### src/sv/assert_macros.svh
// assertion macros shared by the sampler rtl
// no dependencies

`ifndef ASSERT_MACROS_SVH
`define ASSERT_MACROS_SVH

// clocked check, off during reset
`define MOS_ASSERT(lbl, clk, rstn, prop, msg) \
  lbl: assert property (@(posedge clk) disable iff (!rstn) prop) else $error(msg);

// clocked check, always on
`define MOS_ASSERT_ON(lbl, clk, prop, msg) \
  lbl: assert property (@(posedge clk) prop) else $error(msg);

`endif

### src/sv/mos_mul.sv
// shared 32x32 unsigned multiplier with registered product
// no dependencies

module mos_mul (
  input  logic        clk_i,
  input  logic [31:0] a_i,
  input  logic [31:0] b_i,
  output logic [63:0] prod_o
);

  logic [63:0] prod_q;

  always_ff @(posedge clk_i) begin
    prod_q <= 64'(a_i) * 64'(b_i);
  end

  assign prod_o = prod_q;

endmodule

### config.mk
export PLATFORM = sky130hd
export DESIGN_NAME = mos_mul
export DESIGN_NICKNAME = d
export VERILOG_FILES = /design/src/sv/assert_macros.svh /design/src/sv/mos_mul.sv
export SDC_FILE = /design/constraint.sdc
export NUM_CORES = 2
export LEC_CHECK = 0
export ABC_AREA = 1
export BUFFER_PORTS_ARGS = -buffer_cell sky130_fd_sc_hd__buf_4
export CAP_MARGIN = 10
export CORE_MARGIN = 2
export CORE_UTILIZATION = 55
export CTS_CLUSTER_DIAMETER = 50
export DETAILED_ROUTE_END_ITERATION = 12
export HOLD_SLACK_MARGIN = 0.15
export PLACE_DENSITY = 0.81
export SLEW_MARGIN = 20
export SYNTH_ARGS = -nofsm -noshare
export SYNTH_HDL_FRONTEND = slang
export SYNTH_SLANG_ARGS = --single-unit
### constraint.sdc
create_clock -name clk_i -period 6.8 [get_ports clk_i]
set_clock_uncertainty 0.2 [all_clocks]
set_input_delay 1.02 -clock clk_i [delete_from_list [all_inputs] [get_ports clk_i]]
set_output_delay 1.02 -clock clk_i [all_outputs]
set_load 0.01 [all_outputs]
; ---- After elaboration in Yosys (flattened, before gate mapping)
; Cells that the tools add are included.
[op_classes]
multipliers = 1
[ops]
columns = operator, count
row1 = multiplier 32 x 32 -> 64 bit, 1
[totals]
register_bits = 64
in_bits = 65
word_cells = 2
out_inout_bits = 64

; ---- Depth between registers and ports, before layout
[depth]
depth_word = 1
ltp_mapped = 30
depth_no_buf = 29

; ---- Least setup slack after synthesis
; OpenSTA, ideal clock, no wires.
[synth_path]
path_kind = input-to-reg
start = input a_i[25]
end = register prod_q[60], in the netlist prod_o[60]
path_stages = 26
slack_ns = -0.234
arrival_time_ns = 6.722
n_path_buf = 1
t_required_ns = 6.488
path_cell_list = clkbuf_1 > nand2_1 > fa_1 > inv_1 > fa_1 > inv_1 > fa_1 > inv_1 > fa_1 > fa_1 > fa_1 > fa_1 > inv_1 > fa_1 > inv_1 > ha_1 > nand2_1 > nand2_1 > a21oi_1 > nand2_1 > nand2_1 > nand2_1 > a21oi_1 > nand2_1 > nand2_1 > nand2_1
[synth_between]
elab_chain_cells = 1
[synth_lines]
columns = item, line
row1 = "start, declared", mos_mul.sv:6  ; input logic [31:0] a_i,
row2 = multiplier 32 x 32 -> 64 bit, mos_mul.sv:14  ; prod_q <= 64'(a_i) * 64'(b_i);
row3 = "end signal, assigned", mos_mul.sv:14
row4 = "end, declared", mos_mul.sv:11  ; logic [63:0] prod_q;
; Every way passes these cells.

; ---- Worst setup path in the final report
[layout_path]
start = input a_i[11]
end = register prod_q[57], in the netlist prod_o[57]
; The elaborated chain is that of the path after synthesis.

==> qor.csv <==
metric,value,unit
fin_area,0.0459,mm²
min_path_type,in2reg,
worstMarginPinSlew,0.409,ns
dp_cells,6154,
routedWlPerCell,18.7,µm
num_rows,95,
synthesis.area,0.0374,mm²
fill_cells,4722,
cts_tree,built,
die_y,265,µm
first_global_vias,34634,
setup_slack,-0.319,ns
dieArea,0.0701,mm²
fin_cells,6242,
avgSynthCellArea,7.45,µm²
clock_sinks,64,
met1_usage,0.383,
gp_congestion,0.939,
grt-ovfl-total,0,
grt.met3_usage,0.0474,
syn_nets,6247,
violations,setup timing,
drive_above_1_share,0.215,
finalCriticalPeriod,7.12,ns
vias,33391,
setup_viol_count_final,45,
grt_usage,0.312,
synth_cell_types,23,
seq_area,0.00128,mm²
crit_required,6.82,ns
synth_seq_cells,64,
grtUsageMet2,0.548,
antenna_found_initial,3,
cts_buffer_depth,2,
finalCritPeriodShare,1.05,
multi_input_area,0.0315,mm²
vias_per_cell,5.35,
critPathCaptureType,flip-flop,
rsz0062_at_grt,yes,
ant_nets,0,
critPathMaxFanout,7,
path_clk_slew,0.06,ns
core_area,0.0673,mm²
status,finished with violations,
hp-start,b_i[0],
cts_hold_buf,0,
placed_area,0.0415,mm²
io_buffers,128,
critPathCapture,prod_o[57],
grt_pass1_wl,174,mm
hold_violations,0,
cp-start-kind,primary input,
nNetsFinal,6586,
hold_depth,4,
synthToLayoutAreaGrowth,22.7,%
drt-total-wl,116,mm
root_buffer,clkbuf_16,
cts_max_level,3,
synthesis.instances,5023,
dr.pass1.iters,12,
initial_utilization,0.556,
die_w,265,µm
grt.busiest_layer,met2,
grt_max_degree,26,
finalHoldWorstSlack,1.05,ns
yosysWarnings,0,
crit_start,a_i[11],
clock.fmax,140,MHz
ys_seq_area_frac,0.0343,
slew_viol_final,0,
maxSlewHeadroom,0.727,
drtIter0Drc,3228,
path_class,in2reg,
hpwl,89.3,mm
drc,0,
max_cap_violations,0,
worstPathArrival,7.14,ns
largest_reg_flops,64,
cts_inserted_buffers,9,
io_pins,129,
## cell usage after synthesis
library cell	n	area share
clkbuf_1	192	0.019
nor3_2	6	0.0016
a21oi_1	43	0.0058
nor3_1	11	0.0015
nor2_2	14	0.0023
o21ai_0	2	0.00027
dfxtp_1	64	0.034
inv_1	1723	0.17
o21bai_2	1	0.00030
nor2_1	81	0.0081
nand2_2	15	0.0025
nor3_4	1	0.00044
nand3_2	9	0.0024
inv_2	12	0.0012
nand4_1	16	0.0027
nand3_1	56	0.0075
xnor2_1	2	0.00047
o21bai_1	11	0.0022
fa_1	896	0.48
nor2_4	6	0.0018
nand2_1	1566	0.16
ha_1	263	0.088
xor2_1	33	0.0077
## per-stage QoR
stage	worst slack (ns)	utilization	setup TNS [ns]
floorplan	-0.00828	-	-0.00828
global placement	-0.674	0.617	-25.86
detailed placement	-0.745	0.617	-29.91
CTS	-0.205	0.651	-2.83
global route	-0.449	0.682	-15.24
finish	-0.319	0.682	-9.56
## worst min-delay path by stage
stage                      end  slack, ns
floorplan            prod_o[0]       0.92
global placement     prod_o[2]       1.21
detailed placement  prod_o[18]       1.21
CTS                  prod_o[0]       1.04
global route         prod_o[0]       1.07
finish               prod_o[0]       1.05
## routing by layer
metal | part of all wire | vias to the layer above
met4 | 0.068 | 2
met1 | 0.34 | 16228
met5 | 0.000094 | -
li1 | - | 14303
met3 | 0.10 | 703
met2 | 0.49 | 2155
## cell usage in the layout (no fill, tap or decap), types with 21 or more instances in the layout
cell type	netlist	layout
buf_12	0	56
buf_6	0	74
xor2_1	33	21
nor2_1	81	34
fa_1	896	825
nand2_4	0	63
nand2_1	1566	1357
ha_1	263	209
inv_2	12	112
nand2_2	15	158
dfxtp_1	64	64
fa_2	0	71
nor2_4	6	55
buf_4	0	366
inv_1	1723	1613
nand3_1	56	41
ha_4	0	51
## final cells by class
| class | instances | share of cell area |
|---|---|---|
| clock buffers | 10 | 0.00521 |
| flip-flops and latches | 64 | 0.0279 |
| multi-input cells | 3032 | 0.686 |
| diodes | 2 | 0.000109 |
| inverters | 1735 | 0.143 |
| clock inverters | 6 | 0.000982 |
| repair buffers | 520 | 0.113 |
| well taps | 873 | 0.0238 |
## kinds of logic (layout without fill, tap and decap cells)
| logic type | Yosys count | after routing | share of synthesized area |
|---|---|---|---|
| simple gates | 1781 | 1781 | 0.188 |
| other cells | 0 | 2 | 0 |
| fa+ha+maj | 1159 | 1159 | 0.568 |
| flops | 64 | 64 | 0.0343 |
| xor+xnor | 35 | 35 | 0.00820 |
| compound gates | 57 | 57 | 0.00853 |
| buf+inv | 1927 | 2271 | 0.193 |
## worst max-delay path, cell delays in order
cell and delay, ns:
buf_16 0.12, buf_8 0.13, buf_6 0.12, nand2_1 0.09, inv_1 0.09, fa_2 0.39, fa_2 0.56, inv_2 0.05
fa_2 0.54, fa_2 0.44, fa_1 0.56, inv_2 0.05, fa_2 0.53, fa_2 0.48, fa_1 0.63, ha_4 0.26
nand2_4 0.10, inv_2 0.04, nand2_2 0.06, nand2_2 0.08, buf_6 0.12, a21oi_4 0.20, nand3_4 0.18, nand2_4 0.11
nand3_2 0.05, nand2_1 0.05, nand2_1 0.06
## what timing repair did
action,4_1_cts,5_1_grt
setup endpoints to repair,46,50
setup buffers,37,30
gates cloned,1,5
pin swaps,163,278
gates resized for setup,411,495
Power is left out: the tool's default activity adds up to more than one toggle a clock period on the data nets, which glitch-free logic cannot reach.
