==> src/sv/assert_macros.svh <==
// assertion macros shared by the sampler rtl
// no dependencies

`ifndef ASSERT_MACROS_SVH
`define ASSERT_MACROS_SVH

// clocked check, off during reset
`define MOS_ASSERT(lbl, clk, rstn, prop, msg) \
  lbl: assert property (@(posedge clk) disable iff (!rstn) prop) else $error(msg);

// clocked check, always on
`define MOS_ASSERT_ON(lbl, clk, prop, msg) \
  lbl: assert property (@(posedge clk) prop) else $error(msg);

`endif

==> src/sv/mos_pkg.sv <==
// types, constants and the exp table for the orbital sampler step
// no dependencies

package mos_pkg;

  localparam int FRAC_BITS = 16;
  localparam int COORD_W   = 24;
  localparam int RAD_W     = 2 * COORD_W;
  localparam int ROOT_W    = COORD_W;
  localparam int TI_W      = $clog2(FRAC_BITS + 1);
  localparam int K_W       = $clog2(FRAC_BITS + 2);

  localparam logic [31:0] LOG2E_Q30 = 32'd1549082005;
  localparam logic signed [23:0] COORD_MAX = 24'sh7FFFFF;
  localparam logic signed [23:0] COORD_MIN = 24'sh800000;
  localparam int SH_UNIF  = 15;
  localparam int SH_GAUSS = 12;

  localparam logic [1:0] REG_STEP_LENGTH   = 2'd0;
  localparam logic [1:0] REG_PROPOSAL_MODE = 2'd1;
  localparam logic [1:0] REG_TARGET_SELECT = 2'd2;
  localparam logic [1:0] REG_START_COORD   = 2'd3;

  typedef struct packed {
    logic               restart;
    logic signed [15:0] draw_x;
    logic signed [15:0] draw_y;
    logic signed [15:0] draw_z;
    logic [15:0]        accept_draw;
  } in_req_t;

  typedef struct packed {
    logic [23:0]        radius_before;
    logic               accepted;
    logic signed [23:0] new_x;
    logic signed [23:0] new_y;
    logic signed [23:0] new_z;
  } out_rsp_t;

  typedef struct packed {
    logic [22:0]        step_length;
    logic               proposal_mode;
    logic               target_select;
    logic signed [23:0] start_coord;
  } cfg_t;

  typedef logic [FRAC_BITS:0][31:0] ttab_t;

  function automatic logic [63:0] isqrt_c(logic [63:0] v);
    logic [63:0] r;
    logic [63:0] b;
    logic [63:0] x;
    r = '0;
    b = 64'h4000_0000_0000_0000;
    x = v;
    for (int i = 0; i < 32; i++) begin
      if (b > x) b = b >> 2;
    end
    for (int i = 0; i < 32; i++) begin
      if (b != 0) begin
        if (x >= r + b) begin
          x = x - (r + b);
          r = (r >> 1) + b;
        end else begin
          r = r >> 1;
        end
        b = b >> 2;
      end
    end
    return r;
  endfunction

  // t[k] ~ 2^(-2^-k) in q0.32
  function automatic ttab_t gen_ttab();
    ttab_t t;
    logic [63:0] s;
    t[0] = 32'h8000_0000;
    for (int k = 1; k <= FRAC_BITS; k++) begin
      s = isqrt_c({t[k-1], 32'h0});
      t[k] = s[31:0];
    end
    return t;
  endfunction

  localparam ttab_t T_TAB = gen_ttab();

endpackage

==> src/sv/mos_apb.sv <==
// apb register file for the sampler settings
// depends on mos_pkg

module mos_apb (
  input  logic           clk_i,
  input  logic           rst_ni,
  input  logic           psel,
  input  logic           penable,
  input  logic           pwrite,
  input  logic [3:0]     paddr,
  input  logic [31:0]    pwdata,
  output logic [31:0]    prdata,
  output logic           pready,
  output mos_pkg::cfg_t  cfg_o
);

  mos_pkg::cfg_t cfg_q;
  logic [1:0]    idx;

  assign idx    = paddr[3:2];
  assign pready = 1'b1;

  always_ff @(posedge clk_i or negedge rst_ni) begin
    if (!rst_ni) begin
      cfg_q.step_length   <= 23'd79954;
      cfg_q.proposal_mode <= 1'b0;
      cfg_q.target_select <= 1'b0;
      cfg_q.start_coord   <= 24'sd65536;
    end else if (psel && penable && pwrite) begin
      unique case (idx)
        mos_pkg::REG_STEP_LENGTH:   cfg_q.step_length   <= pwdata[22:0];
        mos_pkg::REG_PROPOSAL_MODE: cfg_q.proposal_mode <= pwdata[0];
        mos_pkg::REG_TARGET_SELECT: cfg_q.target_select <= pwdata[0];
        mos_pkg::REG_START_COORD:   cfg_q.start_coord   <= $signed(pwdata[23:0]);
        default: ;
      endcase
    end
  end

  always_comb begin
    unique case (idx)
      mos_pkg::REG_STEP_LENGTH:   prdata = 32'(cfg_q.step_length);
      mos_pkg::REG_PROPOSAL_MODE: prdata = 32'(cfg_q.proposal_mode);
      mos_pkg::REG_TARGET_SELECT: prdata = 32'(cfg_q.target_select);
      mos_pkg::REG_START_COORD:   prdata = 32'(cfg_q.start_coord);
      default:                    prdata = '0;
    endcase
  end

  assign cfg_o = cfg_q;

endmodule

==> config.mk <==
export PLATFORM = sky130hd
export DESIGN_NAME = mos_apb
export DESIGN_NICKNAME = d
export VERILOG_FILES = /design/src/sv/assert_macros.svh /design/src/sv/mos_pkg.sv /design/src/sv/mos_apb.sv
export SDC_FILE = /design/constraint.sdc
export NUM_CORES = 1
export LEC_CHECK = 0
export BUFFER_PORTS_ARGS = -buffer_cell sky130_fd_sc_hd__buf_4
export CAP_MARGIN = 20
export CORE_MARGIN = 2
export CORE_UTILIZATION = 44
export CTS_CLUSTER_SIZE = 10
export DETAILED_ROUTE_END_ITERATION = 7
export PLACE_DENSITY = 0.79
export SLEW_MARGIN = 20
export SYNTH_ARGS = -nofsm -noshare
export SYNTH_HDL_FRONTEND = slang
export SYNTH_SLANG_ARGS = --single-unit
==> constraint.sdc <==
create_clock -name clk_i -period 0.9 [get_ports clk_i]
set_input_delay 0 -clock clk_i [delete_from_list [all_inputs] [get_ports clk_i]]
set_output_delay 0 -clock clk_i [all_outputs]
set_load 0.05 [all_outputs]
==> metrics.txt, run 1 <==
status=did not finish; num ports=123; total setup buffers inserted after CTS=33; clock sinks=49; ys flop type=dfrtp_1; H-tree depth=2; Die Span Y=75.0 um; post-CTS sizing=172; Final Wtd Congestion=0.798; FP Rows=25; Post-synth ARST share=100%; CTS Buffer Depth=2; synthesis warning total=0; clock root cell=clkbuf_8; CTS buffer count=5; first error message=[ERROR DPL-0038] Utilization greater than 100%, impossible to legalize; Detailed Place HPWL=about 4300 um; PortBufs=111; Post-synth EDFFs=0; # hold bufs at CTS=25; initial core utilization=46.4%; Placed Area=3590 um^2; sequential share of the synthesized area=55.7%; syn avg cell area=14.9 um^2; synthesized instance count=149; Mapped Area=2220 um^2; Seq cells post-synth=49; Die X=75.0 um; Yosys cell types=20; stage reached=4_1_cts; Mapped Nets=190
## synth_stat cells, types with 2 or more instances
cell type	instances	area (um^2)
buf_2	2	10.0
dfrtp_1	41	1030
buf_4	9	67.6
dfstp_2	8	210
mux2_1	2	22.5
a22o_1	22	193
mux2_2	47	529
nor3b_1	2	15.0
clkbuf_1	2	7.51
buf_6	4	45.0
## per-stage QoR
| stage | TNS, ps | cells | worst slack (ps) |
|---|---|---|---|
| floorplan | -7230 | 149 | -258 |
| global placement | -6890 | 326 | -155 |
| detailed placement | -7930 | 326 | -202 |
## kinds of logic after synthesis
family          synth area share (%)
compound gates                  8.68
buf+inv                         6.08
flops                           55.7
mux                             26.0
other cells                    0.169
simple gates                    3.38
==> run 2, diff against run 1 <==
--- a/config.mk
+++ b/config.mk
@@ -8,10 +8,9 @@
 export BUFFER_PORTS_ARGS = -buffer_cell sky130_fd_sc_hd__buf_4
 export CAP_MARGIN = 20
 export CORE_MARGIN = 2
-export CORE_UTILIZATION = 44
-export CTS_CLUSTER_SIZE = 10
+export CORE_UTILIZATION = 30
 export DETAILED_ROUTE_END_ITERATION = 7
-export PLACE_DENSITY = 0.79
+export PLACE_DENSITY_LB_ADDON = 0.15
 export SLEW_MARGIN = 20
 export SYNTH_ARGS = -nofsm -noshare
 export SYNTH_HDL_FRONTEND = slang
==> run 2 against run 1 <==
Against the previous run:
- the flow now finishes, with violations (setup timing)
- synthesized cell count unchanged
- area after synthesis did not move
==> metrics.txt, run 2 <==
FP Rows=31 (+24%); H-tree depth=2 (unchanged); Mapped Area=2220 um^2 (unchanged); Period Utilization, post-route=148%; CP arrival=1330 ps; Global Route Usage Sum=a little under a fifth; RSZ-0062 raised after global routing=yes; drt pass-1 iters=4; syn avg cell area=14.9 um^2 (unchanged); vias per cell=around 4.5; clk slew on worst S/H paths=90 ps; most common cell after layout, fill and taps aside=buf_8; status=finished, violations left; Wirelength per Cell=16.5 um; Yosys cell types=20 (unchanged); synthesized instance count=149 (unchanged); initial DRC count=37; top post-synthesis cells by count=47 x mux2_2, 41 x dfrtp_1, 22 x a22o_1, 9 x buf_4, 8 x dfstp_2; Place WS=-189 ps (+13.0 ps); Setup violations, final=102; area leader, netlist=dfrtp_1; Skew-Pair Late Insertion Delay=290 ps; top fanout value on the critical path=2; Max-cap violations=0; CP Capture Type=output port; leakage power=roughly 0.0023 uW; via count=1926; Seq cells post-synth=49 (unchanged); share of cells above drive strength 1=between 90% and 100%; CP required=900 ps; routed wire length=about 7100 um; max reg flops=49; Setup TNS=-11530 ps; Hold WC Path Type=input pin to async pin; Post-synth ARST share=100% (unchanged); largest vdd supply drop=0.00128 V; Core Area=7210 um^2; pwr dens=2410 nW/um^2; f_max=0.749 GHz; CTS buffer count=5 (unchanged); Hold Vio Cnt, Final=0; initial core utilization=30.8% (-16 points); num ports=123 (unchanged); Setup Crit Path Kind=register to output port; die area=between 8000 and 9000 um^2; Final Wtd Congestion=0.716 (-10%); first-pass GRT wire length=11800 um; violated checks=setup timing; hold slack final=200 ps; CTS tree=done; clock sinks=49 (unchanged); Die X=90.0 um (+20%); antenna violations before repair=0; Die Span Y=90.0 um (+20%); cell with the most instances after synthesis=mux2_2; clock root cell=clkbuf_8; drt drc=0; fin. max-slew vios=0; Final nets=between 300 and 400; Post-synth EDFFs=0 (unchanged); setup ws final=-435 ps; largest net degree at the start of global routing=50; Yosys top cell area share=46.2% (unchanged); ys flop type=dfrtp_1; most frequent cells in the layout=60 x buf_8, 56 x buf_6, 44 x mux2_4; vias in the first global route=2208; Layout area overhead=122%; grt ovf=0; sequential share of the synthesized area=55.7% (unchanged); ANT nets after route=0; Worst Skew=0 ps; min cycle time layout=1330 ps; synthesis warning total=0 (unchanged); Detailed Place HPWL=4140 um (-4.1%); n_diodes=0; Mapped Nets=190 (unchanged); Synth area leaders=dfrtp_1 46%, mux2_2 24%, dfstp_2 9.5%; PortBufs=111 (unchanged); CTS Buffer Depth=2 (unchanged); Worst Setup Start Kind=register
-- run 2: cell counts after synthesis --
Identical to the previous run, type by type.
-- run 2: cell families (layout without fill, tap and decap cells) --
| group | Yosys count | after routing | synth area share (%) |
|---|---|---|---|
| AO/OA/AOI/OAI | 22 | 22 | 8.68 |
| buffers and inverters | 18 | 197 | 6.08 |
| flip-flops | 49 | 49 | 55.7 |
| multiplexers | 50 | 50 | 26.0 |
| other | 1 | 1 | 0.169 |
| AND/OR/NAND/NOR | 9 | 10 | 3.38 |
-- run 2: repair_timing --
item / CTS / global route
pin swaps: 4 / 4
resized for setup: 166 / 18
buffers inserted: 28 / 11
cloned: 1 / 0
setup endpoints to repair: 83 / 113
endpoints found under the hold margin: 98 / 0
hold buffers: 25 / 0
-- run 2: power breakdown --
group / internal [uW] / total [uW] / switching (uW)
clock network: 628 / 1310 / 681
logic: 3560 / 7210 / 3650
registers: 2860 / 3410 / 542
-- run 2: final timing paths --
kind | from | endpoint | slack, ps | depth (start not counted)
max | cfg_o[0]$_DFFE_PN0P_ | prdata[0] | -430 | 2
min | rst_ni | cfg_o[14]$_DFFE_PN0P_ | 200 | 3
max reg2reg | cfg_o[38]$_DFFE_PN1P_ | cfg_o[38]$_DFFE_PN1P_ | -30 | 3
min reg2reg | cfg_o[1]$_DFFE_PN0P_ | cfg_o[1]$_DFFE_PN0P_ | 570 | 1
max in group asynchronous | rst_ni | cfg_o[27]$_DFFE_PN1P_ | 400 | 3
min in group clk_i | paddr[2] | cfg_o[39]$_DFFE_PN1P_ | 230 | 4
-- run 2: worst max-delay path, cell delays in order, from the launching register on --
cell,delay [ps]
dfrtp_2,400
mux4_2,470
buf_6,170
-- run 2: through the flow --
stage,area [um^2],util (%),std cells,total power (uW)
after floorplan,2650,-,149,7020
after global placement,3640,50.4,359,8530
after detailed placement,3640,50.4,359,8560
after CTS,4830,66.9,421,11700
after global routing,4940,68.5,428,12400
final,4940,68.5,428,11900
-- run 2: per-layer routing --
metal	part of all wire (%)	routed length [um]	global-route usage, %	vias up
met3	4.7	330	3.86	5
met2	52	3700	31.9	68
met5	0	0	0	-
met1	42	2970	22.5	952
li1	-	-	-	901
met4	0.84	59	4.23	0
-- run 2: cell type report --
class / instances / area (um^2)
fillers: 523 / 2280
repair buffers: 189 / 2220
flip-flops and latches: 49 / 1290
multi-input cells: 83 / 1220
well taps: 99 / 124
clock buffers: 8 / 90.1
Power figures use the tool's default switching activity.
