`src/sv/assert_macros.svh`:
```
// assertion macros shared by the sampler rtl
// no dependencies

`ifndef ASSERT_MACROS_SVH
`define ASSERT_MACROS_SVH

// clocked check, off during reset
`define MOS_ASSERT(lbl, clk, rstn, prop, msg) \
  lbl: assert property (@(posedge clk) disable iff (!rstn) prop) else $error(msg);

// clocked check, always on
`define MOS_ASSERT_ON(lbl, clk, prop, msg) \
  lbl: assert property (@(posedge clk) prop) else $error(msg);

`endif

```
`src/sv/mos_pkg.sv`:
```
// types, constants and the exp table for the orbital sampler step
// no dependencies

package mos_pkg;

  localparam int FRAC_BITS = 16;
  localparam int COORD_W   = 24;
  localparam int RAD_W     = 2 * COORD_W;
  localparam int ROOT_W    = COORD_W;
  localparam int TI_W      = $clog2(FRAC_BITS + 1);
  localparam int K_W       = $clog2(FRAC_BITS + 2);

  localparam logic [31:0] LOG2E_Q30 = 32'd1549082005;
  localparam logic signed [23:0] COORD_MAX = 24'sh7FFFFF;
  localparam logic signed [23:0] COORD_MIN = 24'sh800000;
  localparam int SH_UNIF  = 15;
  localparam int SH_GAUSS = 12;

  localparam logic [1:0] REG_STEP_LENGTH   = 2'd0;
  localparam logic [1:0] REG_PROPOSAL_MODE = 2'd1;
  localparam logic [1:0] REG_TARGET_SELECT = 2'd2;
  localparam logic [1:0] REG_START_COORD   = 2'd3;

  typedef struct packed {
    logic               restart;
    logic signed [15:0] draw_x;
    logic signed [15:0] draw_y;
    logic signed [15:0] draw_z;
    logic [15:0]        accept_draw;
  } in_req_t;

  typedef struct packed {
    logic [23:0]        radius_before;
    logic               accepted;
    logic signed [23:0] new_x;
    logic signed [23:0] new_y;
    logic signed [23:0] new_z;
  } out_rsp_t;

  typedef struct packed {
    logic [22:0]        step_length;
    logic               proposal_mode;
    logic               target_select;
    logic signed [23:0] start_coord;
  } cfg_t;

  typedef logic [FRAC_BITS:0][31:0] ttab_t;

  function automatic logic [63:0] isqrt_c(logic [63:0] v);
    logic [63:0] r;
    logic [63:0] b;
    logic [63:0] x;
    r = '0;
    b = 64'h4000_0000_0000_0000;
    x = v;
    for (int i = 0; i < 32; i++) begin
      if (b > x) b = b >> 2;
    end
    for (int i = 0; i < 32; i++) begin
      if (b != 0) begin
        if (x >= r + b) begin
          x = x - (r + b);
          r = (r >> 1) + b;
        end else begin
          r = r >> 1;
        end
        b = b >> 2;
      end
    end
    return r;
  endfunction

  // t[k] ~ 2^(-2^-k) in q0.32
  function automatic ttab_t gen_ttab();
    ttab_t t;
    logic [63:0] s;
    t[0] = 32'h8000_0000;
    for (int k = 1; k <= FRAC_BITS; k++) begin
      s = isqrt_c({t[k-1], 32'h0});
      t[k] = s[31:0];
    end
    return t;
  endfunction

  localparam ttab_t T_TAB = gen_ttab();

endpackage

```
`src/sv/mos_isqrt.sv`:
```
// iterative integer square root, one root bit per cycle
// depends on mos_pkg

module mos_isqrt (
  input  logic                        clk_i,
  input  logic                        rst_ni,
  input  logic                        start_i,
  input  logic [mos_pkg::RAD_W-1:0]   rad_i,
  output logic                        done_o,
  output logic [mos_pkg::ROOT_W-1:0]  root_o
);

  localparam int CNT_W = $clog2(mos_pkg::ROOT_W);
  localparam int REM_W = mos_pkg::ROOT_W + 3;

  logic                        busy_q, done_q;
  logic [CNT_W-1:0]            cnt_q;
  logic [mos_pkg::RAD_W-1:0]   rad_q;
  logic [REM_W-1:0]            rem_q, rem_n, trial;
  logic [mos_pkg::ROOT_W-1:0]  root_q;

  assign rem_n = {rem_q[REM_W-3:0], rad_q[mos_pkg::RAD_W-1 -: 2]};
  assign trial = REM_W'({root_q, 2'b01});

  always_ff @(posedge clk_i or negedge rst_ni) begin
    if (!rst_ni) begin
      busy_q <= 1'b0;
      done_q <= 1'b0;
      cnt_q  <= '0;
    end else begin
      done_q <= 1'b0;
      if (start_i) begin
        busy_q <= 1'b1;
        cnt_q  <= '0;
      end else if (busy_q) begin
        cnt_q <= cnt_q + CNT_W'(1);
        if (cnt_q == CNT_W'(mos_pkg::ROOT_W - 1)) begin
          busy_q <= 1'b0;
          done_q <= 1'b1;
        end
      end
    end
  end

  always_ff @(posedge clk_i) begin
    if (start_i) begin
      rad_q  <= rad_i;
      rem_q  <= '0;
      root_q <= '0;
    end else if (busy_q) begin
      rad_q <= rad_q << 2;
      if (rem_n >= trial) begin
        rem_q  <= rem_n - trial;
        root_q <= {root_q[mos_pkg::ROOT_W-2:0], 1'b1};
      end else begin
        rem_q  <= rem_n;
        root_q <= {root_q[mos_pkg::ROOT_W-2:0], 1'b0};
      end
    end
  end

  assign done_o = done_q;
  assign root_o = root_q;

endmodule

```
`config.mk`:
```
export PLATFORM = sky130hd
export DESIGN_NAME = mos_isqrt
export DESIGN_NICKNAME = d
export VERILOG_FILES = /design/src/sv/assert_macros.svh /design/src/sv/mos_pkg.sv /design/src/sv/mos_isqrt.sv
export SDC_FILE = /design/constraint.sdc
export NUM_CORES = 1
export LEC_CHECK = 0
export BUFFER_PORTS_ARGS = -buffer_cell sky130_fd_sc_hd__buf_2
export CORE_UTILIZATION = 58
export CTS_CLUSTER_DIAMETER = 80
export DETAILED_ROUTE_END_ITERATION = 8
export PLACE_DENSITY = 0.79
export SLEW_MARGIN = 20
export SYNTH_ARGS = -nofsm -noshare
export SYNTH_HDL_FRONTEND = slang
export SYNTH_SLANG_ARGS = --single-unit
```
`constraint.sdc`:
```
create_clock -name clk_i -period 2.95 [get_ports clk_i]
set_clock_uncertainty 0.05 [all_clocks]
set_input_delay 0.295 -clock clk_i [delete_from_list [all_inputs] [get_ports clk_i]]
set_output_delay 0.295 -clock clk_i [all_outputs]
set_load 0.02 [all_outputs]
```
# Word-level counts from Yosys, hierarchy flattened
# Index checks and enable logic that the tools add are counted.
# op_classes
add_sub_neg,2
n_eq_ne,1
mux,12
n_reduce_logical,1
order_cmp,1
# op_table
op,count
two-way mux 48 bit,2
greater-or-equal comparator 27 x 26 -> 1 bit,1
two-way mux 25 bit,1
subtractor 25 bit,1
two-way mux 5 bit,2
two-way mux 1 bit,7
"adder 5 x 1 -> 5 bit, second input constant",1
"equality test 5 bit, second input constant",1
nonzero test 2 bit,1
# word_totals
output_inout_bits,25
input_bits,51
reg_bits,104

# Depth between registers and ports, before layout
# Gate-level depths: netlist of the first run.
# logic_depth
ltp_word,4
depth_mapped,13

# Worst setup path before layout of the first run
# Ideal clock, no wire load.
# synth_path
path_kind,reg-to-reg
startpoint,"register root_q, in the netlist root_o[22]"
endpoint,register rem_q[18]
setup_slack_ns,0.470
path_stages_with_launch,12
period_less_slack_ns,2.480
setup_ns,0.086
arrival_time_ns,2.344
cell_sequence,dfxtp_1 inv_1 ha_1 a21o_1 a211o_1 a21oi_1 nand3_1 or2_1 buf_6 buf_12 mux2i_1 a211oi_1
# synth_between
elab_chain_len,2
# synth_rtl
item,line_no,source
"start, declared",mos_isqrt.sv:20,logic [mos_pkg::ROOT_W-1:0] root_q;
"start signal, assigned",mos_isqrt.sv:54,"root_q <= {root_q[mos_pkg::ROOT_W-2:0], 1'b1};"
"start signal, assigned",mos_isqrt.sv:57,"root_q <= {root_q[mos_pkg::ROOT_W-2:0], 1'b0};"
greater-or-equal comparator 27 x 26 -> 1 bit,mos_isqrt.sv:52,if (rem_n >= trial) begin
two-way mux 25 bit,mos_isqrt.sv:52,
"end signal, assigned",mos_isqrt.sv:53,rem_q <= rem_n - trial;
"end signal, assigned",mos_isqrt.sv:56,rem_q <= rem_n;
"end, declared",mos_isqrt.sv:19,"logic [REM_W-1:0] rem_q, rem_n, trial;"
# No other way between the ends.
# A chain may end at the register's enable or synchronous reset.

# Final worst setup path of the first run
# layout_path
startpoint,"register root_q, in the netlist root_o[22]"
endpoint,register rem_q[22]
# Same word-level chain as after synthesis.

==> results.py, run 1 <==
metrics = {
    "global_route": {
        "grt_pass1_vias": 4010,
        "grt_max_degree": 57,
        "grt_pass1_wl_mm": 18.9,
        "track_usage": 0.234,
        "grt-ovfl-total": 0,
        "antenna_found_initial": 0,
    },
    "floorplan": {
        "start_util": 0.610,
        "num_io_pins": 76,
        "rows": 35,
        "dieArea_um2": 10300,
        "fp.dieH_um": 101,
        "die_w_um": 101,
        "coreArea_um2": 9420,
    },
    "detailed_routing": {
        "detail-route-antenna-nets": 0,
        "routedWlPerCell_um": 14.9,
        "wl_mm": 11.2,
        "drc": 0,
        "dr_total_vias": 4206,
        "drt-vias-per-instance": 5.62,
        "drtPass1Iterations": 5,
        "drt-initial-drc-count": 181,
    },
    "sta": {
        "setup_tns_ps": 0,
        "max_freq_mhz": 370,
        "hold_violations": 0,
        "post-route-period-util": 0.915,
        "rsz0062_at_grt": "no",
        "slew_viol_final": 0,
        "slew_headroom": 0.551,
        "worst_pin_slew_ps": 674,
        "final-setup-viol-count": 0,
        "fin_ws_ps": 251,
        "finalCriticalPeriod_ps": 2700,
    },
    "critical_path": {
        "start_kind": "register",
        "critPathArrivalTime_ps": 2900,
        "crit_path_end_kind": "register",
        "critPathKind": "reg -> reg",
        "cp.required_ps": 3150,
        "critical_path_peak_fanout": 17,
    },
    "cts": {
        "clk_path_buf_depth": 2,
        "postCtsSetupRepairBufs": 0,
        "cts_tree": "built",
        "clkSlewWorstSetupHoldPaths_ps": 110,
        "cts_made_buffers": 9,
        "cts-root-buf": "clkbuf_8",
        "insertion_delay_ps": 380,
        "cts_sinks": 104,
        "htreeDepth": 3,
    },
    "synth": {
        "synth.most_common_cell": "nor2_1",
        "synth_top_cell_area_share": 0.251,
        "synth_common_cells": "66 x nor2_1, 49 x dfxtp_1, 48 x edfxtp_1",
        "async_reset_ff_frac": 0.0673,
        "synth_fp_nets": 626,
        "ys_warn_count": 0,
        "seq_area_frac_synth": 0.452,
        "synth_edf_count": 48,
        "syn_area_um2": 5740,
        "ys_ff_latch": 104,
        "synth.avg_cell_area_um2": 10.5,
        "synthTopCellsByArea": "edfxtp_1 25%, dfxtp_1 17%, mux2_2 9.0%, mux2i_1 7.8%, ha_1 5.9%",
        "netlist_instances": 548,
        "yosysTopAreaCell": "edfxtp_1",
        "synth_ff_type": "dfxtp_1",
        "synth_cell_types": 61,
    },
    "placement": {
        "dp_hpwl_mm": 7.89,
        "gp_congestion": 0.930,
        "io_buffers": 75,
        "dp_slack_ps": 291,
    },
    "layout": {
        "area_delta_synth_final_pct": 11.2,
        "fin_util": 0.678,
        "fillers": 753,
        "nets": 693,
        "drive_above_1_share": 0.258,
        "multi_input_comb_area_um2": 2880,
        "diodes": 0,
        "regArea_um2": 2600,
    },
    "power_and_ir_drop": {
        "p_leak_nw": 2.85,
        "irDropWorstVdd_mv": 0.536,
        "powerDensity_nw_per_um2": 902,
    },
    "flow_run": {
        "cap_violations": 0,
    },
    "hold_path": {
        "hp-class": "in -> reg",
    },
    "outcome": {
        "status": "complete, no violations",
    },
}
[final timing paths]
kind	startpoint	endpoint	slack, ps	cells after the start
max reg2reg	root_o[22]$_SDFFE_PP0P_	rem_q[22]$_SDFFE_PP0P_	250	11
max in group asynchronous	rst_ni	busy_q$_DFF_PN0_	2450	2
min reg2reg	rem_q[1]$_SDFFE_PP0P_	rem_q[1]$_SDFFE_PP0P_	450	2
min	rad_i[0]	rad_q[0]$_SDFFCE_PN0P_	150	2
min in group asynchronous	rst_ni	cnt_q[4]$_DFFE_PN0P_	230	2
max	root_o[22]$_SDFFE_PP0P_	rem_q[22]$_SDFFE_PP0P_	250	11
[report_power, final]
group	internal, mW	total, mW	switching [mW]
Combinational	1.38	3.05	1.67
Clock	0.321	0.844	0.523
Sequential	1.73	1.87	0.136
[kinds of logic after synthesis]
| family | Yosys count | synth area share |
|---|---|---|
| fa+ha+maj | 27 | 0.0588 |
| mux | 91 | 0.169 |
| simple gates | 142 | 0.120 |
| xor+xnor | 25 | 0.0381 |
| compound gates | 100 | 0.116 |
| buf+inv | 59 | 0.0456 |
| flops | 104 | 0.452 |
[flip-flops by register name, indices dropped and copies added, names as in the netlist]
name    count
done_o      1
rad_q      48
rem_q      25
cnt_q       5
busy_q      1
root_o     24
[worst max-delay path: stages, from the launching register on]
cell      delay [ps]
dfxtp_1          400
inv_1             60
ha_1             360
a21o_1           210
a211o_1          300
a21oi_1          170
nand3_1          110
or2_1            240
buf_4            230
nand3b_1         180
o21bai_1         130
o311ai_1         110
[metrics by stage]
| step | hold WS (ps) | power (mW) | instance area, um2 | instances |
|---|---|---|---|---|
| floorplan | -50.6 | 4.41 | 5740 | 548 |
| global placement | 77.0 | 4.82 | 6200 | 732 |
| detailed placement | 85.6 | 4.89 | 6200 | 732 |
| CTS | 137 | 5.76 | 6390 | 749 |
| global route | 145 | 6.19 | 6390 | 749 |
| finish | 151 | 5.76 | 6390 | 749 |
[per-layer routing]
| layer | wire length, um | track usage | vias to the layer above |
|---|---|---|---|
| met3 | 633 | 0.0642 | 14 |
| met5 | 0 | 0 | - |
| met1 | 5070 | 0.297 | 1974 |
| li1 | - | - | 2103 |
| met2 | 5290 | 0.386 | 115 |
| met4 | 165 | 0.0769 | 0 |
[area by class of cell]
type | count | share of cell area
repair buffers | 84 | 0.0701
multi-input cells | 385 | 0.451
well taps | 129 | 0.0253
clock buffers | 10 | 0.0200
clock inverters | 6 | 0.00823
inverters | 31 | 0.0182
flip-flops and latches | 104 | 0.407
[repair_timing]
item	in CTS	in global routing
gates resized for setup	0	0
endpoints found under the hold margin	7	0
hold buffers	1	0
[layout by cell type (no fill, tap or decap), types with 5 or more instances in the layout]
master / count
buf_2: 74
nor2_1: 66
dfxtp_1: 49
edfxtp_1: 48
mux2_2: 46
mux2i_1: 45
inv_1: 31
a21oi_1: 27
ha_1: 27
nand2_1: 25
a211oi_1: 20
o21ai_0: 15
xnor2_1: 14
xor2_1: 11
clkbuf_8: 9
buf_4: 9
nand4_1: 7
dfrtp_1: 6
nor3_1: 5
nand3_1: 5
o21ai_1: 5
Power figures use the tool's default switching activity.
==> run 2, diff against run 1 <==
Settings changed: ABC_AREA from default to 1, CORE_UTILIZATION 58 to 59, PLACE_DENSITY 0.79 to 0.91.
==> results.py, run 2 <==
metrics = {
    "outcome": {
        "status": "complete, no violations",
    },
    "synth": {
        "synth.avg_cell_area_um2": 7.07,
        "synth_edf_count": 48,
        "ys_warn_count": 0,
        "ys_ff_latch": 104,
        "synth_fp_nets": 953,
        "synth_top_cell_area_share": 0.233,
        "synth_ff_type": "dfxtp_1",
        "async_reset_ff_frac": 0.0673,
        "synth_common_cells": "357 x nand2_1, 129 x inv_1, 54 x nor2_1",
        "synthTopCellsByArea": "edfxtp_1 23%, nand2_1 22%, dfxtp_1 16%, inv_1 7.8%, ha_1 5.5%",
        "synth_cell_types": 37,
        "yosysTopAreaCell": "edfxtp_1",
        "synth.most_common_cell": "nand2_1",
        "syn_area_um2": 6190,
        "seq_area_frac_synth": 0.420,
        "netlist_instances": 875,
    },
    "sta": {
        "setup_tns_ps": 0,
        "finalCriticalPeriod_ps": 2570,
        "hold_violations": 0,
        "final-setup-viol-count": 0,
        "fin_ws_ps": 384,
        "max_freq_mhz": 390,
        "hold_ws_ps": 111,
        "slew_viol_final": 0,
        "rsz0062_at_grt": "no",
        "slew_headroom": 0.375,
        "worst_pin_slew_ps": 938,
        "post-route-period-util": 0.870,
    },
    "layout": {
        "postLayoutCellArea_um2": 6850,
        "layout_common_cells": "356 x nand2_1, 129 x inv_1, 75 x buf_2",
        "diodes": 0,
        "area_delta_synth_final_pct": 10.8,
        "largest_reg_flops": 48,
        "regMostFlops": "rad_q",
        "drive_above_1_share": 0.141,
        "fin_cells": 1083,
        "fin_util": 0.670,
        "nets": 1020,
        "layout_commonest_cell": "nand2_1",
    },
    "critical_path": {
        "cp.required_ps": 3140,
        "crit_path_end_kind": "register",
        "critPathArrivalTime_ps": 2760,
        "critPathKind": "reg -> reg",
        "critical_path_peak_fanout": 21,
        "start_kind": "register",
    },
    "global_route": {
        "antenna_found_initial": 0,
        "grt_pass1_wl_mm": 23.0,
        "grt_pass1_vias": 5099,
        "grt-ovfl-total": 0,
        "track_usage": 0.264,
        "grt_max_degree": 83,
    },
    "floorplan": {
        "dieArea_um2": 10900,
        "num_io_pins": 76,
        "rows": 37,
        "fp.dieH_um": 104,
        "die_w_um": 104,
        "coreArea_um2": 10200,
        "start_util": 0.605,
    },
    "placement": {
        "io_buffers": 75,
        "gp_congestion": 0.970,
        "dp_slack_ps": 417,
        "dp_cells": 1066,
        "dp_hpwl_mm": 10.1,
        "placed_area_um2": 6650,
    },
    "cts": {
        "postCtsSetupRepairBufs": 0,
        "cts_tree": "built",
        "cts_made_buffers": 9,
        "insertion_delay_ps": 380,
        "cts_sinks": 104,
        "htreeDepth": 3,
        "cts-root-buf": "clkbuf_8",
        "clkSlewWorstSetupHoldPaths_ps": 110,
        "clk_path_buf_depth": 2,
    },
    "detailed_routing": {
        "drt-initial-drc-count": 312,
        "wl_mm": 13.6,
        "drt-vias-per-instance": 5.16,
        "routedWlPerCell_um": 12.6,
        "detail-route-antenna-nets": 0,
        "drtPass1Iterations": 6,
        "dr_total_vias": 5584,
        "drc": 0,
    },
    "power_and_ir_drop": {
        "irDropWorstVdd_mv": 0.441,
        "powerDensity_nw_per_um2": 963,
        "p_leak_nw": 3.68,
        "p_total_mw": 6.60,
    },
    "flow_run": {
        "cap_violations": 0,
    },
    "hold_path": {
        "hp-class": "in -> reg",
    },
}
[run 2: cell type report]
cell class	instances	area, um2
Tap cell	136	170
Clock buffer	9	124
Sequential cell	104	2600
Multi-Input combinational cell	609	2950
Fill cell	882	3380
Inverter	135	507
Timing Repair Buffer	83	438
Clock inverter	7	70.1
[run 2: repair_timing]
item | 4_1_cts | 5_1_grt
hold buffers | 1 | 0
hold endpoints to repair | 7 | 0
resized for setup | 0 | 0
[run 2: path summary, 6_finish.rpt]
kind	start	end	slack (ps)	cells past startpoint
worst max-delay path	root_o[16]$_SDFFE_PP0P_	rem_q[7]$_SDFFE_PP0P_	380	14
worst min-delay path	rad_i[0]	rad_q[0]$_SDFFCE_PN0P_	110	3
worst max register to register	root_o[16]$_SDFFE_PP0P_	rem_q[7]$_SDFFE_PP0P_	380	14
worst min register to register	root_o[23]$_SDFFE_PP0P_	root_o[23]$_SDFFE_PP0P_	460	2
max in group asynchronous	rst_ni	done_o$_DFF_PN0_	2450	2
min in group asynchronous	rst_ni	cnt_q[3]$_DFFE_PN0P_	240	2
[run 2: cell families after synthesis]
kind of cell	after synthesis	share of synthesized area
simple gates	514	0.353
fa+ha+maj	27	0.0546
flops	104	0.420
buf+inv	162	0.104
xor+xnor	11	0.0156
compound gates	57	0.0532
[run 2: power by group]
| group | total [mW] | leakage (nW) | internal [mW] | switching, mW |
|---|---|---|---|---|
| combinational | 3.85 | 2.56 | 1.31 | 2.54 |
| clock | 0.893 | 0.0955 | 0.331 | 0.561 |
| sequential | 1.86 | 1.02 | 1.73 | 0.128 |
| total | 6.60 | 3.68 | 3.37 | 3.23 |
[run 2: routing by layer]
metal | share of wire | GRT usage | up-vias
met5 | 0 | 0 | -
met1 | 0.44 | 0.341 | 2510
met2 | 0.47 | 0.442 | 173
met3 | 0.061 | 0.0470 | 27
met4 | 0.023 | 0.0959 | 0
li1 | - | - | 2874
[run 2: critical path, cell delays in order, from the launching register on]
cell,delay [ps]
dfxtp_1,340
inv_1,80
ha_1,370
nand2_2,160
inv_2,40
nand2_1,50
nand2_1,80
a21oi_2,190
nor2_2,70
nor2_4,270
nand2_4,240
inv_2,250
nand2_1,90
nand3_1,80
o21ai_0,70
